**config.mk**
```make
export PLATFORM = sky130hd
export DESIGN_NAME = integer_to_text_formatter
export DESIGN_NICKNAME = d
export VERILOG_FILES = /design/src/hdl/itf_pkg.sv /design/src/hdl/itf_ctrl.sv /design/src/hdl/itf_dpath.sv /design/src/hdl/integer_to_text_formatter.sv
export SDC_FILE = /design/constraint.sdc
export NUM_CORES = 1
export LEC_CHECK = 0
export ABC_AREA = 1
export BUFFER_PORTS_ARGS = -buffer_cell sky130_fd_sc_hd__buf_2
export CORE_MARGIN = 4
export CORE_UTILIZATION = 56
export DETAILED_ROUTE_END_ITERATION = 8
export GPL_ROUTABILITY_DRIVEN = 0
export PLACE_DENSITY = 0.77
export SKIP_LAST_GASP = 1
export SYNTH_ARGS = -nofsm -noshare
export SYNTH_HDL_FRONTEND = slang
export SYNTH_SLANG_ARGS = --single-unit
```
**constraint.sdc**
```tcl
create_clock -name i_clk -period 3.7 [get_ports i_clk]
set_clock_uncertainty 0.15 [all_clocks]
set_input_delay 0.37 -clock i_clk [delete_from_list [all_inputs] [get_ports i_clk]]
set_output_delay 0.37 -clock i_clk [all_outputs]
set_load 0.01 [all_outputs]
```
**src/hdl/itf_pkg.sv**
```systemverilog
`default_nettype none
package itf_pkg;

    // Format kinds on the input tuser
    localparam logic [2:0] KIND_SDEC   = 3'd0;
    localparam logic [2:0] KIND_UDEC   = 3'd1;
    localparam logic [2:0] KIND_HEX_LO = 3'd2;
    localparam logic [2:0] KIND_HEX_UP = 3'd3;
    localparam logic [2:0] KIND_OCT    = 3'd4;

    // Digit buffer: 22 nibble slots cover 64-bit octal, 20-digit decimal, 16 hex
    localparam int DIG_SLOTS  = 22;
    localparam int DIG_BITS   = 4 * DIG_SLOTS;
    localparam int VAL_BITS   = 64;
    localparam int CONV_STEPS = VAL_BITS;

    localparam logic [7:0] CH_ZERO  = 8'h30;
    localparam logic [7:0] CH_MINUS = 8'h2D;
    localparam logic [7:0] CH_LO_X  = 8'h78;
    localparam logic [7:0] CH_UP_X  = 8'h58;
    localparam logic [7:0] CH_LO_A  = 8'h61;
    localparam logic [7:0] CH_UP_A  = 8'h41;

    typedef enum logic [2:0] {
        ST_IDLE,
        ST_CONV,
        ST_PRE,
        ST_SKIP,
        ST_EMIT
    } t_state;

    // Controller to datapath
    typedef struct packed {
        logic load;
        logic conv_step;
        logic pre_emit;
        logic zero_emit;
        logic skip_shift;
        logic dig_emit;
    } t_cmd;

    // Datapath to controller
    typedef struct packed {
        logic is_dec;
        logic zero;
        logic pre_done;
        logic top_zero;
        logic dig_last;
        logic conv_last;
        logic out_free;
    } t_sts;

endpackage
`default_nettype wire

```
**src/hdl/itf_ctrl.sv**
```systemverilog
`default_nettype none
module itf_ctrl (
    input  wire                 i_clk,
    input  wire                 i_rst_n,
    input  wire                 i_s_tvalid,
    output logic                o_s_tready,
    input  itf_pkg::t_sts       i_sts,
    output itf_pkg::t_cmd       o_cmd
);
    import itf_pkg::*;

    t_state r_state;
    t_state n_state;

    // Advance state
    always_ff @(posedge i_clk) begin
        if (!i_rst_n) begin
            r_state <= ST_IDLE;
        end else begin
            r_state <= n_state;
        end
    end

    // Next state
    always_comb begin
        n_state = r_state;
        unique case (r_state)
            ST_IDLE: begin
                if (i_s_tvalid) begin
                    n_state = ST_CONV;
                end
            end
            ST_CONV: begin
                if (!i_sts.is_dec || i_sts.conv_last) begin
                    n_state = ST_PRE;
                end
            end
            ST_PRE: begin
                if (i_sts.zero) begin
                    if (i_sts.out_free) begin
                        n_state = ST_IDLE;
                    end
                end else if (i_sts.pre_done) begin
                    n_state = ST_SKIP;
                end
            end
            ST_SKIP: begin
                if (!i_sts.top_zero) begin
                    n_state = ST_EMIT;
                end
            end
            ST_EMIT: begin
                if (i_sts.out_free && i_sts.dig_last) begin
                    n_state = ST_IDLE;
                end
            end
            default: n_state = ST_IDLE;
        endcase
    end

    // Outputs; refuse requests while reset is held
    always_comb begin
        o_cmd      = '0;
        o_s_tready = 1'b0;
        unique case (r_state)
            ST_IDLE: begin
                o_s_tready = i_rst_n;
                o_cmd.load = i_s_tvalid && i_rst_n;
            end
            ST_CONV: begin
                o_cmd.conv_step = i_sts.is_dec;
            end
            ST_PRE: begin
                o_cmd.zero_emit = i_sts.zero && i_sts.out_free;
                o_cmd.pre_emit  = !i_sts.zero && !i_sts.pre_done && i_sts.out_free;
            end
            ST_SKIP: begin
                o_cmd.skip_shift = i_sts.top_zero;
            end
            ST_EMIT: begin
                o_cmd.dig_emit = i_sts.out_free;
            end
            default: o_cmd = '0;
        endcase
    end

endmodule
`default_nettype wire

```
**src/hdl/itf_dpath.sv**
```systemverilog
`default_nettype none
module itf_dpath (
    input  wire                 i_clk,
    input  wire                 i_rst_n,
    input  wire  [2:0]          i_kind,
    input  wire                 i_wide,
    input  wire  [63:0]         i_value,
    input  itf_pkg::t_cmd       i_cmd,
    output itf_pkg::t_sts       o_sts,
    output logic                o_m_tvalid,
    input  wire                 i_m_tready,
    output logic [7:0]          o_char,
    output logic                o_last
);
    import itf_pkg::*;

    logic [2:0]          r_kind;
    logic                r_neg;
    logic                r_zero;
    logic [1:0]          r_pre;
    logic [5:0]          r_conv_cnt;
    logic [4:0]          r_dig_cnt;
    logic [DIG_BITS-1:0] r_dig;
    logic [VAL_BITS-1:0] r_work;
    logic                r_ovalid;
    logic [7:0]          r_ochar;
    logic                r_olast;

    logic [VAL_BITS-1:0] val;
    logic                sign;
    logic                neg;
    logic [VAL_BITS-1:0] mag;
    logic [VAL_BITS+1:0] val_oct;
    logic [DIG_BITS-1:0] dig_oct;
    logic [DIG_BITS-1:0] dig_adj;
    logic                is_hex;
    logic                is_oct;
    logic                upper;
    logic [1:0]          plen;
    logic [3:0]          top;
    logic [7:0]          pre_char;
    logic [7:0]          dig_char;
    logic                out_free;

    // Mask the operand and take the magnitude of negative signed values
    always_comb begin
        val  = i_wide ? i_value : {32'd0, i_value[31:0]};
        sign = i_wide ? i_value[63] : i_value[31];
        neg  = (i_kind == KIND_SDEC) && sign;
        mag  = val;
        if (neg) begin
            mag = i_wide ? (64'd0 - i_value) : {32'd0, 32'd0 - i_value[31:0]};
        end
    end

    // Spread octal digits into nibble slots
    always_comb begin
        val_oct = {2'b00, val};
        for (int i = 0; i < DIG_SLOTS; i++) begin
            dig_oct[4*i +: 4] = {1'b0, val_oct[3*i +: 3]};
        end
    end

    // Add three to every BCD digit of five or more
    always_comb begin
        for (int i = 0; i < DIG_SLOTS; i++) begin
            dig_adj[4*i +: 4] = (r_dig[4*i +: 4] >= 4'd5) ? r_dig[4*i +: 4] + 4'd3
                                                          : r_dig[4*i +: 4];
        end
    end

    // Decode format and pick characters
    always_comb begin
        is_hex = (r_kind == KIND_HEX_LO) || (r_kind == KIND_HEX_UP);
        is_oct = (r_kind == KIND_OCT);
        upper  = (r_kind == KIND_HEX_UP);
        if (is_hex) begin
            plen = 2'd2;
        end else if (is_oct || r_neg) begin
            plen = 2'd1;
        end else begin
            plen = 2'd0;
        end
        if (is_hex) begin
            pre_char = (r_pre == 2'd0) ? CH_ZERO : (upper ? CH_UP_X : CH_LO_X);
        end else if (is_oct) begin
            pre_char = CH_ZERO;
        end else begin
            pre_char = CH_MINUS;
        end
        top = r_dig[DIG_BITS-1 -: 4];
        if (top < 4'd10) begin
            dig_char = CH_ZERO + {4'd0, top};
        end else begin
            dig_char = (upper ? CH_UP_A : CH_LO_A) + {4'd0, top} - 8'd10;
        end
        out_free = !r_ovalid || i_m_tready;
    end

    // Load, convert and shift the digit buffer
    always_ff @(posedge i_clk) begin
        if (i_cmd.load) begin
            r_kind     <= i_kind;
            r_neg      <= neg;
            r_zero     <= (val == '0);
            r_pre      <= 2'd0;
            r_conv_cnt <= 6'd0;
            r_dig_cnt  <= 5'(DIG_SLOTS);
            r_work     <= mag;
            if ((i_kind == KIND_HEX_LO) || (i_kind == KIND_HEX_UP)) begin
                r_dig <= {{(DIG_BITS-VAL_BITS){1'b0}}, val};
            end else if (i_kind == KIND_OCT) begin
                r_dig <= dig_oct;
            end else begin
                r_dig <= '0;
            end
        end else begin
            if (i_cmd.conv_step) begin
                r_dig      <= {dig_adj[DIG_BITS-2:0], r_work[VAL_BITS-1]};
                r_work     <= {r_work[VAL_BITS-2:0], 1'b0};
                r_conv_cnt <= r_conv_cnt + 6'd1;
            end
            if (i_cmd.pre_emit) begin
                r_pre <= r_pre + 2'd1;
            end
            if (i_cmd.skip_shift || i_cmd.dig_emit) begin
                r_dig     <= {r_dig[DIG_BITS-5:0], 4'd0};
                r_dig_cnt <= r_dig_cnt - 5'd1;
            end
        end
    end

    // Hold one character until the sink takes it
    always_ff @(posedge i_clk) begin
        if (!i_rst_n) begin
            r_ovalid <= 1'b0;
        end else if (i_cmd.pre_emit || i_cmd.zero_emit || i_cmd.dig_emit) begin
            r_ovalid <= 1'b1;
        end else if (i_m_tready) begin
            r_ovalid <= 1'b0;
        end
    end

    always_ff @(posedge i_clk) begin
        if (i_cmd.zero_emit) begin
            r_ochar <= CH_ZERO;
            r_olast <= 1'b1;
        end else if (i_cmd.pre_emit) begin
            r_ochar <= pre_char;
            r_olast <= 1'b0;
        end else if (i_cmd.dig_emit) begin
            r_ochar <= dig_char;
            r_olast <= (r_dig_cnt == 5'd1);
        end
    end

    assign o_sts.is_dec    = !is_hex && !is_oct;
    assign o_sts.zero      = r_zero;
    assign o_sts.pre_done  = (r_pre == plen);
    assign o_sts.top_zero  = (top == 4'd0);
    assign o_sts.dig_last  = (r_dig_cnt == 5'd1);
    assign o_sts.conv_last = (r_conv_cnt == 6'(CONV_STEPS - 1));
    assign o_sts.out_free  = out_free;

    assign o_m_tvalid = r_ovalid;
    assign o_char     = r_ochar;
    assign o_last     = r_olast;

endmodule
`default_nettype wire

```
**src/hdl/integer_to_text_formatter.sv**
```systemverilog
`default_nettype none
// Hex and octal requests skip the conversion; decimal requests first run a
// shift-and-add-3 BCD conversion. Then the sign or prefix is sent and leading zeros skipped.
// Throughput: one character per cycle while the sink is ready, once leading zeros are skipped;
// one request in flight at a time, the next is taken while the last character waits.
// Reset (synchronous, active low) returns the controller to idle and empties the output.
module integer_to_text_formatter (
    input  wire         i_clk,
    input  wire         i_rst_n,
    input  wire         i_s_tvalid,
    output logic        o_s_tready,
    input  wire  [63:0] i_s_tdata,   // [63:0] value
    input  wire  [3:0]  i_s_tuser,   // [2:0] kind, [3] wide
    output logic        o_m_tvalid,
    input  wire         i_m_tready,
    output logic [7:0]  o_m_tdata,   // [7:0] char_code
    output logic        o_m_tlast
);
    import itf_pkg::*;

    t_cmd cmd;
    t_sts sts;

    itf_ctrl u_ctrl (
        .i_clk      (i_clk),
        .i_rst_n    (i_rst_n),
        .i_s_tvalid (i_s_tvalid),
        .o_s_tready (o_s_tready),
        .i_sts      (sts),
        .o_cmd      (cmd)
    );

    itf_dpath u_dpath (
        .i_clk      (i_clk),
        .i_rst_n    (i_rst_n),
        .i_kind     (i_s_tuser[2:0]),
        .i_wide     (i_s_tuser[3]),
        .i_value    (i_s_tdata),
        .i_cmd      (cmd),
        .o_sts      (sts),
        .o_m_tvalid (o_m_tvalid),
        .i_m_tready (i_m_tready),
        .o_char     (o_m_tdata),
        .o_last     (o_m_tlast)
    );

endmodule
`default_nettype wire

```
# After elaboration in Yosys (flattened, before gate mapping)
# Cells that the tools add are included.
[word_totals]
reg_bits = 183
input_bits = 72
word_cells = 176
[classes]
n_addsub = 30
magnitude_cmp = 23
n_eq_ne = 19
muxes = 61
n_reduce_logical = 31
[ops]
columns = ["operator", "count"]
rows = [
  ["88-bit two-way mux", 4],
  ["64-bit two-way mux", 5],
  ["4-bit by 3-bit >= comparator with 1-bit output, second input constant", 22],
  ["85-bit two-way mux", 1],
  ["4-bit by 2-bit adder with 4-bit output, second input constant", 21],
  ["4-bit two-way mux", 21],
  ["64-bit logical NOT", 1],
  ["1-bit by 64-bit subtractor with 64-bit output, first input constant", 1],
  ["8-bit two-way mux", 5],
  ["1-bit by 32-bit subtractor with 32-bit output, first input constant", 1],
  ["3-bit two-way mux", 8],
  ["3-bit by 2-bit == test with 1-bit output, second input constant", 6],
  ["3-bit one-hot mux with 5 select lines", 1],
  ["6-bit two-way mux", 2],
  ["1-bit two-way mux", 11],
  ["3-bit == test, second input constant", 3],
  ["7-bit by 4-bit adder with 8-bit output", 1],
  ["1-bit logical OR", 8],
  ["8-bit by 4-bit subtractor with 8-bit output, second input constant", 1],
  ["6-bit by 4-bit adder with 7-bit output, first input constant", 1],
  ["1-bit logical AND", 7],
  ["6-bit by 1-bit adder with 6-bit output, second input constant", 1],
  ["6-bit == test, second input constant", 1],
  ["1-bit logical NOT", 6],
  ["19 further kinds", 25],
]

# Depth between registers and ports, before layout
[depth]
word_depth = 12
mapped_depth = 13
mapped_depth_nobuf = 13

# By module
# From an unflattened synthesis, not the netlist that was laid out.
[unflattened]
hier_cells = 1826
hier_area_um2 = 13197.7
[modules_own_cells]
columns = ["module", "instances", "cells_per_inst", "area_per_inst_um2", "seq_area_each_um2"]
rows = [
  ["itf_dpath", 1, 1769, 12863.6, 5154.9],
  ["itf_ctrl", 1, 57, 334.1, 60.1],
]

# Least setup slack after synthesis
# Ideal clock, no wire load.
[synth_timing]
path_type = "register to register"
startpoint = "reg u_dpath.r_ovalid (netlist: u_dpath.o_m_tvalid)"
endpoint = "reg u_dpath.r_dig[0] (enable)"
setup_time_ns = 0.854
t_arrival_ns = 2.708
slack_ns = -0.012
path_stages_with_launch = 10
n_path_buf = 2
period_less_slack_ns = 3.712
cell_sequence = "dfxtp_1 -> inv_1 -> nor2_1 -> nor2_2 -> inv_2 -> nand2_4 -> buf_8 -> nor2_4 -> buf_6 -> nand2_1"
[synth_between]
elab_chain_len = 5
[synth_rtl]
columns = ["element", "line_no", "rtl"]
rows = [
  ["start: declaration", "itf_dpath.sv:25", "logic r_ovalid;"],
  ["start signal: assignment", "itf_dpath.sv:136", "r_ovalid <= 1'b0;"],
  ["start signal: assignment", "itf_dpath.sv:138", "r_ovalid <= 1'b1;"],
  ["start signal: assignment", "itf_dpath.sv:140", "r_ovalid <= 1'b0;"],
  ["1-bit logical NOT", "itf_dpath.sv:97", "out_free = !r_ovalid || i_m_tready;"],
  ["1-bit logical OR", "itf_dpath.sv:97", ""],
  ["1-bit two-way mux", "itf_ctrl.sv:65", "unique case (r_state)"],
  ["1-bit logical OR", "itf_dpath.sv:126", "if (i_cmd.skip_shift || i_cmd.dig_emit) begin"],
  ["3-bit nonzero test (no source line)", "n/a", ""],
  ["end signal: assignment", "itf_dpath.sv:111", "r_dig <= {{(DIG_BITS-VAL_BITS){1'b0}}, val};"],
  ["end signal: assignment", "itf_dpath.sv:113", "r_dig <= dig_oct;"],
  ["end signal: assignment", "itf_dpath.sv:127", "r_dig <= {r_dig[DIG_BITS-5:0], 4'd0};"],
  ["end: declaration", "itf_dpath.sv:23", "logic [DIG_BITS-1:0] r_dig;"],
]
# No other way between the ends.
# A chain may end at the register's enable or synchronous reset.

# Final worst setup path
[layout_timing]
startpoint = "reg u_dpath.r_dig[84]"
endpoint = "reg u_dpath.r_dig[58], data pin"
[layout_between]
elab_chain_len = 5
[layout_rtl]
columns = ["element", "line_no", "rtl"]
rows = [
  ["start signal: assignment", "itf_dpath.sv:111", ""],
  ["start signal: assignment", "itf_dpath.sv:113", ""],
  ["start signal: assignment", "itf_dpath.sv:119", "r_dig <= {dig_adj[DIG_BITS-2:0], r_work[VAL_BITS-1]};"],
  ["4-bit logical NOT", "itf_dpath.sv:160", "assign o_sts.top_zero = (top == 4'd0);"],
  ["1-bit two-way mux", "itf_ctrl.sv:65", ""],
  ["1-bit logical OR", "itf_dpath.sv:126", ""],
  ["88-bit two-way mux", "itf_dpath.sv:126", ""],
  ["88-bit two-way mux", "itf_dpath.sv:102", "if (i_cmd.load) begin"],
]
# No other way between the ends.

==> results by group <==
Status
  – Outcome: complete, no violations

Yosys
  – Prevailing post-synth register cell: edfxtp_1
  – Post-synthesis cell count: between 1500 and 2000
  – Synth Cell Area: between 10000 and 15000 sq um
  – YS warnings: 0
  – Post-synth ARST share: 0%
  – Yosys reg bits: 182
  – Syn Area/Cell: ~7.7 sq um
  – Post-synthesis sequential area ratio: between 30% and 40%
  – Net Count, Synth: approximately 1800
  – Area contributors post-synth: edfxtp_1 36%, nand2_1 11%, inv_1 6.4%
  – Number of flops mapped to enable cells by yosys: ~160
  – Post-synth top area share: a little over a third
  – Largest area contributor in the netlist: edfxtp_1
  – Post-synth cell types: 47

STA
  – Relative slew slack: slightly above 40%
  – Max Freq: 0.367 GHz
  – Crit share post-route: between 70% and 80%
  – TNS Setup: 0 ns
  – RSZ-0062 raised after global routing: false
  – Min Tclk post-route: 2.72 ns
  – Tightest Pin Transition: about 0.89 ns
  – Final max-slew violation count: 0
  – Final hold violation count: 0
  – Fin Hold WS: ~0.022 ns
  – Final setup vio count: 0

Clock network
  – Post-CTS Hold Fix Bufs: 0
  – Clk sinks: between 150 and 200
  – Worst skew pair latency: between 0.4 and 0.5 ns
  – Root buffer cell: clkbuf_16
  – Resize count post-CTS: 0
  – Post-CTS Setup Bufs: 0
  – Clock buffer depth: 2
  – CTS Buf Count: 17
  – CTS clock-pin slew for the worst setup and hold paths: about 0.070 ns
  – Clock tree from TritonCTS: built
  – H-tree levels: 4

Global routing
  – Number of global-route vias before repair: 11300
  – Initial antenna violation count: 0
  – Pin count of the biggest net entering global routing: 81
  – Grt ovf: 0
  – Global-route wire length before repair: 57000 um
  – Global Route Usage Sum: a little over a quarter

Detailed routing
  – Drt drc: 0
  – Via density per instance: ~6
  – Detailed Routing Iterations Pass 1: 7
  – Routed WL: roughly 36000 um
  – Detailed-route via count: approximately 12000
  – Routed WL per cell: between 15 and 20 um
  – Post-DRT Antenna Nets: 0
  – Detailed router's first-iteration violation count: 1518

Min path
  – Hold depth: 1
  – Worst Hold Class: primary input to register

Finish
  – Multi-input gate area in the final layout: about 6600 sq um
  – Final nets: between 1500 and 2000
  – Layout cell share with drive strength beyond 1: about a tenth
  – Layout area overhead: 8.66%
  – Commonest non-fill, non-tap cell in the layout: nand2_1
  – Ant diodes: 0
  – Fillers: 1953
  – Non-Filler Cell Area, Final: approximately 14000 sq um
  – Cell Count, Final, Fillers Out: 2072
  – Commonest cells after routing, fill and taps aside: 374 x nand2_1, 223 x inv_1, 166 x o21ai_0, 157 x edfxtp_1, 122 x nor2_1
  – Register area: roughly 5200 sq um

Power and ir drop
  – P_int: 0.00682 W
  – Combinational share of power: 48.5%
  – Static leakage power: 6.19 nW
  – Clock share of power: 15.4%
  – NetSw: between 0.004 and 0.005 W
  – VDD IR max: about 0.00046 V
  – Pwr dens: just over 800 nW/um^2
  – Reg power frac: 36.1%
  – Sw Ratio: between 40% and 50%

Worst setup path
  – Setup crit start kind: register
  – Setup crit end kind: register
  – Worst Path Arrival: approximately 2.7 ns
  – Worst Path Required: about 3.7 ns
  – Kind of critical path: register to register
  – R2r worst-path depth: 8
  – Crit path max fanout: 80

Flow run
  – Max-Cap Viols: 0

Die
  – Core Footprint: between 20000 and 25000 sq um
  – Die Area: ~26000 sq um
  – Die W: roughly 160 um
  – # rows: 55
  – DIE HEIGHT: roughly 160 um
  – Initial core utilization: between 50% and 60%
  – Ports: slightly above 80

Placed design
  – Post-DP Area: approximately 14000 sq um
  – DP HPWL: ~25000 um
  – Placed Cells: ~2000
  – Port-buffer cells: between 80 and 90
[stage by stage]
| stage | power [W] | util [%] | setup WS [ns] |
|---|---|---|---|
| 3_5_place_dp | 0.00982 | 59.8 | 0.932 |
| 4_1_cts | 0.0116 | 62.3 | 1.01 |
| 2_1_floorplan | 0.00855 | - | 0.644 |
| 3_3_place_gp | 0.00960 | 59.8 | 1.01 |
| 6_report | 0.0117 | 62.3 | 0.979 |
| 5_1_grt | 0.0127 | 62.3 | 0.777 |
[power groups by stage]
stage	Combinational, W	Clock (W)	Sequential [W]
6_report	0.00568	0.00180	0.00423
5_1_grt	0.00647	0.00189	0.00433
4_1_cts	0.00562	0.00180	0.00422
3_5_place_dp	0.00557	0	0.00425
3_3_place_gp	0.00537	0	0.00423
2_1_floorplan	0.00436	0	0.00419
[routing by layer]
| metal | global-route usage (%) | wire length [um] |
|---|---|---|
| met5 | 0 | 0 |
| met4 | 10.4 | 1120 |
| met3 | 3.87 | 3200 |
| met2 | 41.6 | 15800 |
| met1 | 38.5 | 15500 |
[registers in the layout (all words and copies together) (netlist names)]
register / cells
u_dpath.r_dig: 88
u_dpath.r_work: 64
u_dpath.o_char: 7
u_dpath.r_zero: 1
u_dpath.o_last: 1
u_dpath.r_neg: 1
u_dpath.r_kind: 3
u_dpath.r_pre: 2
u_dpath.r_conv_cnt: 6
u_ctrl.r_state: 3
u_dpath.r_dig_cnt: 5
u_dpath.o_m_tvalid: 1
[synthesized netlist by cell type, drive strengths merged (2+ instances only)]
library cell / number
nand2: 386
inv: 231
o21ai: 218
edfxtp: 157
nor2: 131
a21oi: 107
nand3: 89
o221ai: 59
buf: 55
ha: 50
xor2: 48
o211ai: 29
dfxtp: 25
nand4: 22
nand3b: 16
or2: 16
nor3: 14
o22ai: 11
clkbuf: 9
a31oi: 6
mux2i: 3
and3: 2
nor4: 2
[logic make-up (layout without fill, tap and decap cells)]
kind of cell / after synthesis / after routing / synth area share (%)
adders and majority gates: 50 / 50 / 4.79
buffers and inverters: 295 / 360 / 9.79
AOI/OAI and AO/OA: 434 / 434 / 19.3
other: 1 / 1 / 0.0287
DFF: 182 / 182 / 39.9
muxes: 3 / 3 / 0.230
xor gates and xnor gates: 49 / 49 / 3.29
and+or+nand+nor: 680 / 680 / 22.6
[layout make-up]
type                       instances  share of cell area (%)
multi-input combinational       1217                    46.4
sequential                       182                    36.7
inverter                         231                    6.13
timing repair buffer              97                    3.97
clock buffer                      23                    3.61
tap                              313                    2.76
clock inverter                     9                   0.450
[critical path, stage by stage, from the launching register on]
cell and delay (ns):
edfxtp_1 0.42, inv_1 0.16, ha_1 0.17, nand3_1 0.13, nand2_4 0.27, buf_4 0.67, a21oi_1 0.13, o21ai_0 0.13
o221ai_1 0.15
[path summary, 6_finish.rpt]
check                                                        from                                end  slack, ns
worst min register to register  u_dpath.r_dig_cnt[3]$_SDFFE_PP0N_  u_dpath.r_dig_cnt[3]$_SDFFE_PP0N_       0.32
worst max-delay path                  u_dpath.r_dig[84]$_DFFE_PP_        u_dpath.r_dig[58]$_DFFE_PP_       0.98
worst min-delay path                                 i_s_tuser[2]        u_dpath.r_kind[2]$_DFFE_PP_       0.02
worst max register to register        u_dpath.r_dig[84]$_DFFE_PP_        u_dpath.r_dig[58]$_DFFE_PP_       0.98
(Power assumes the default switching activity.)
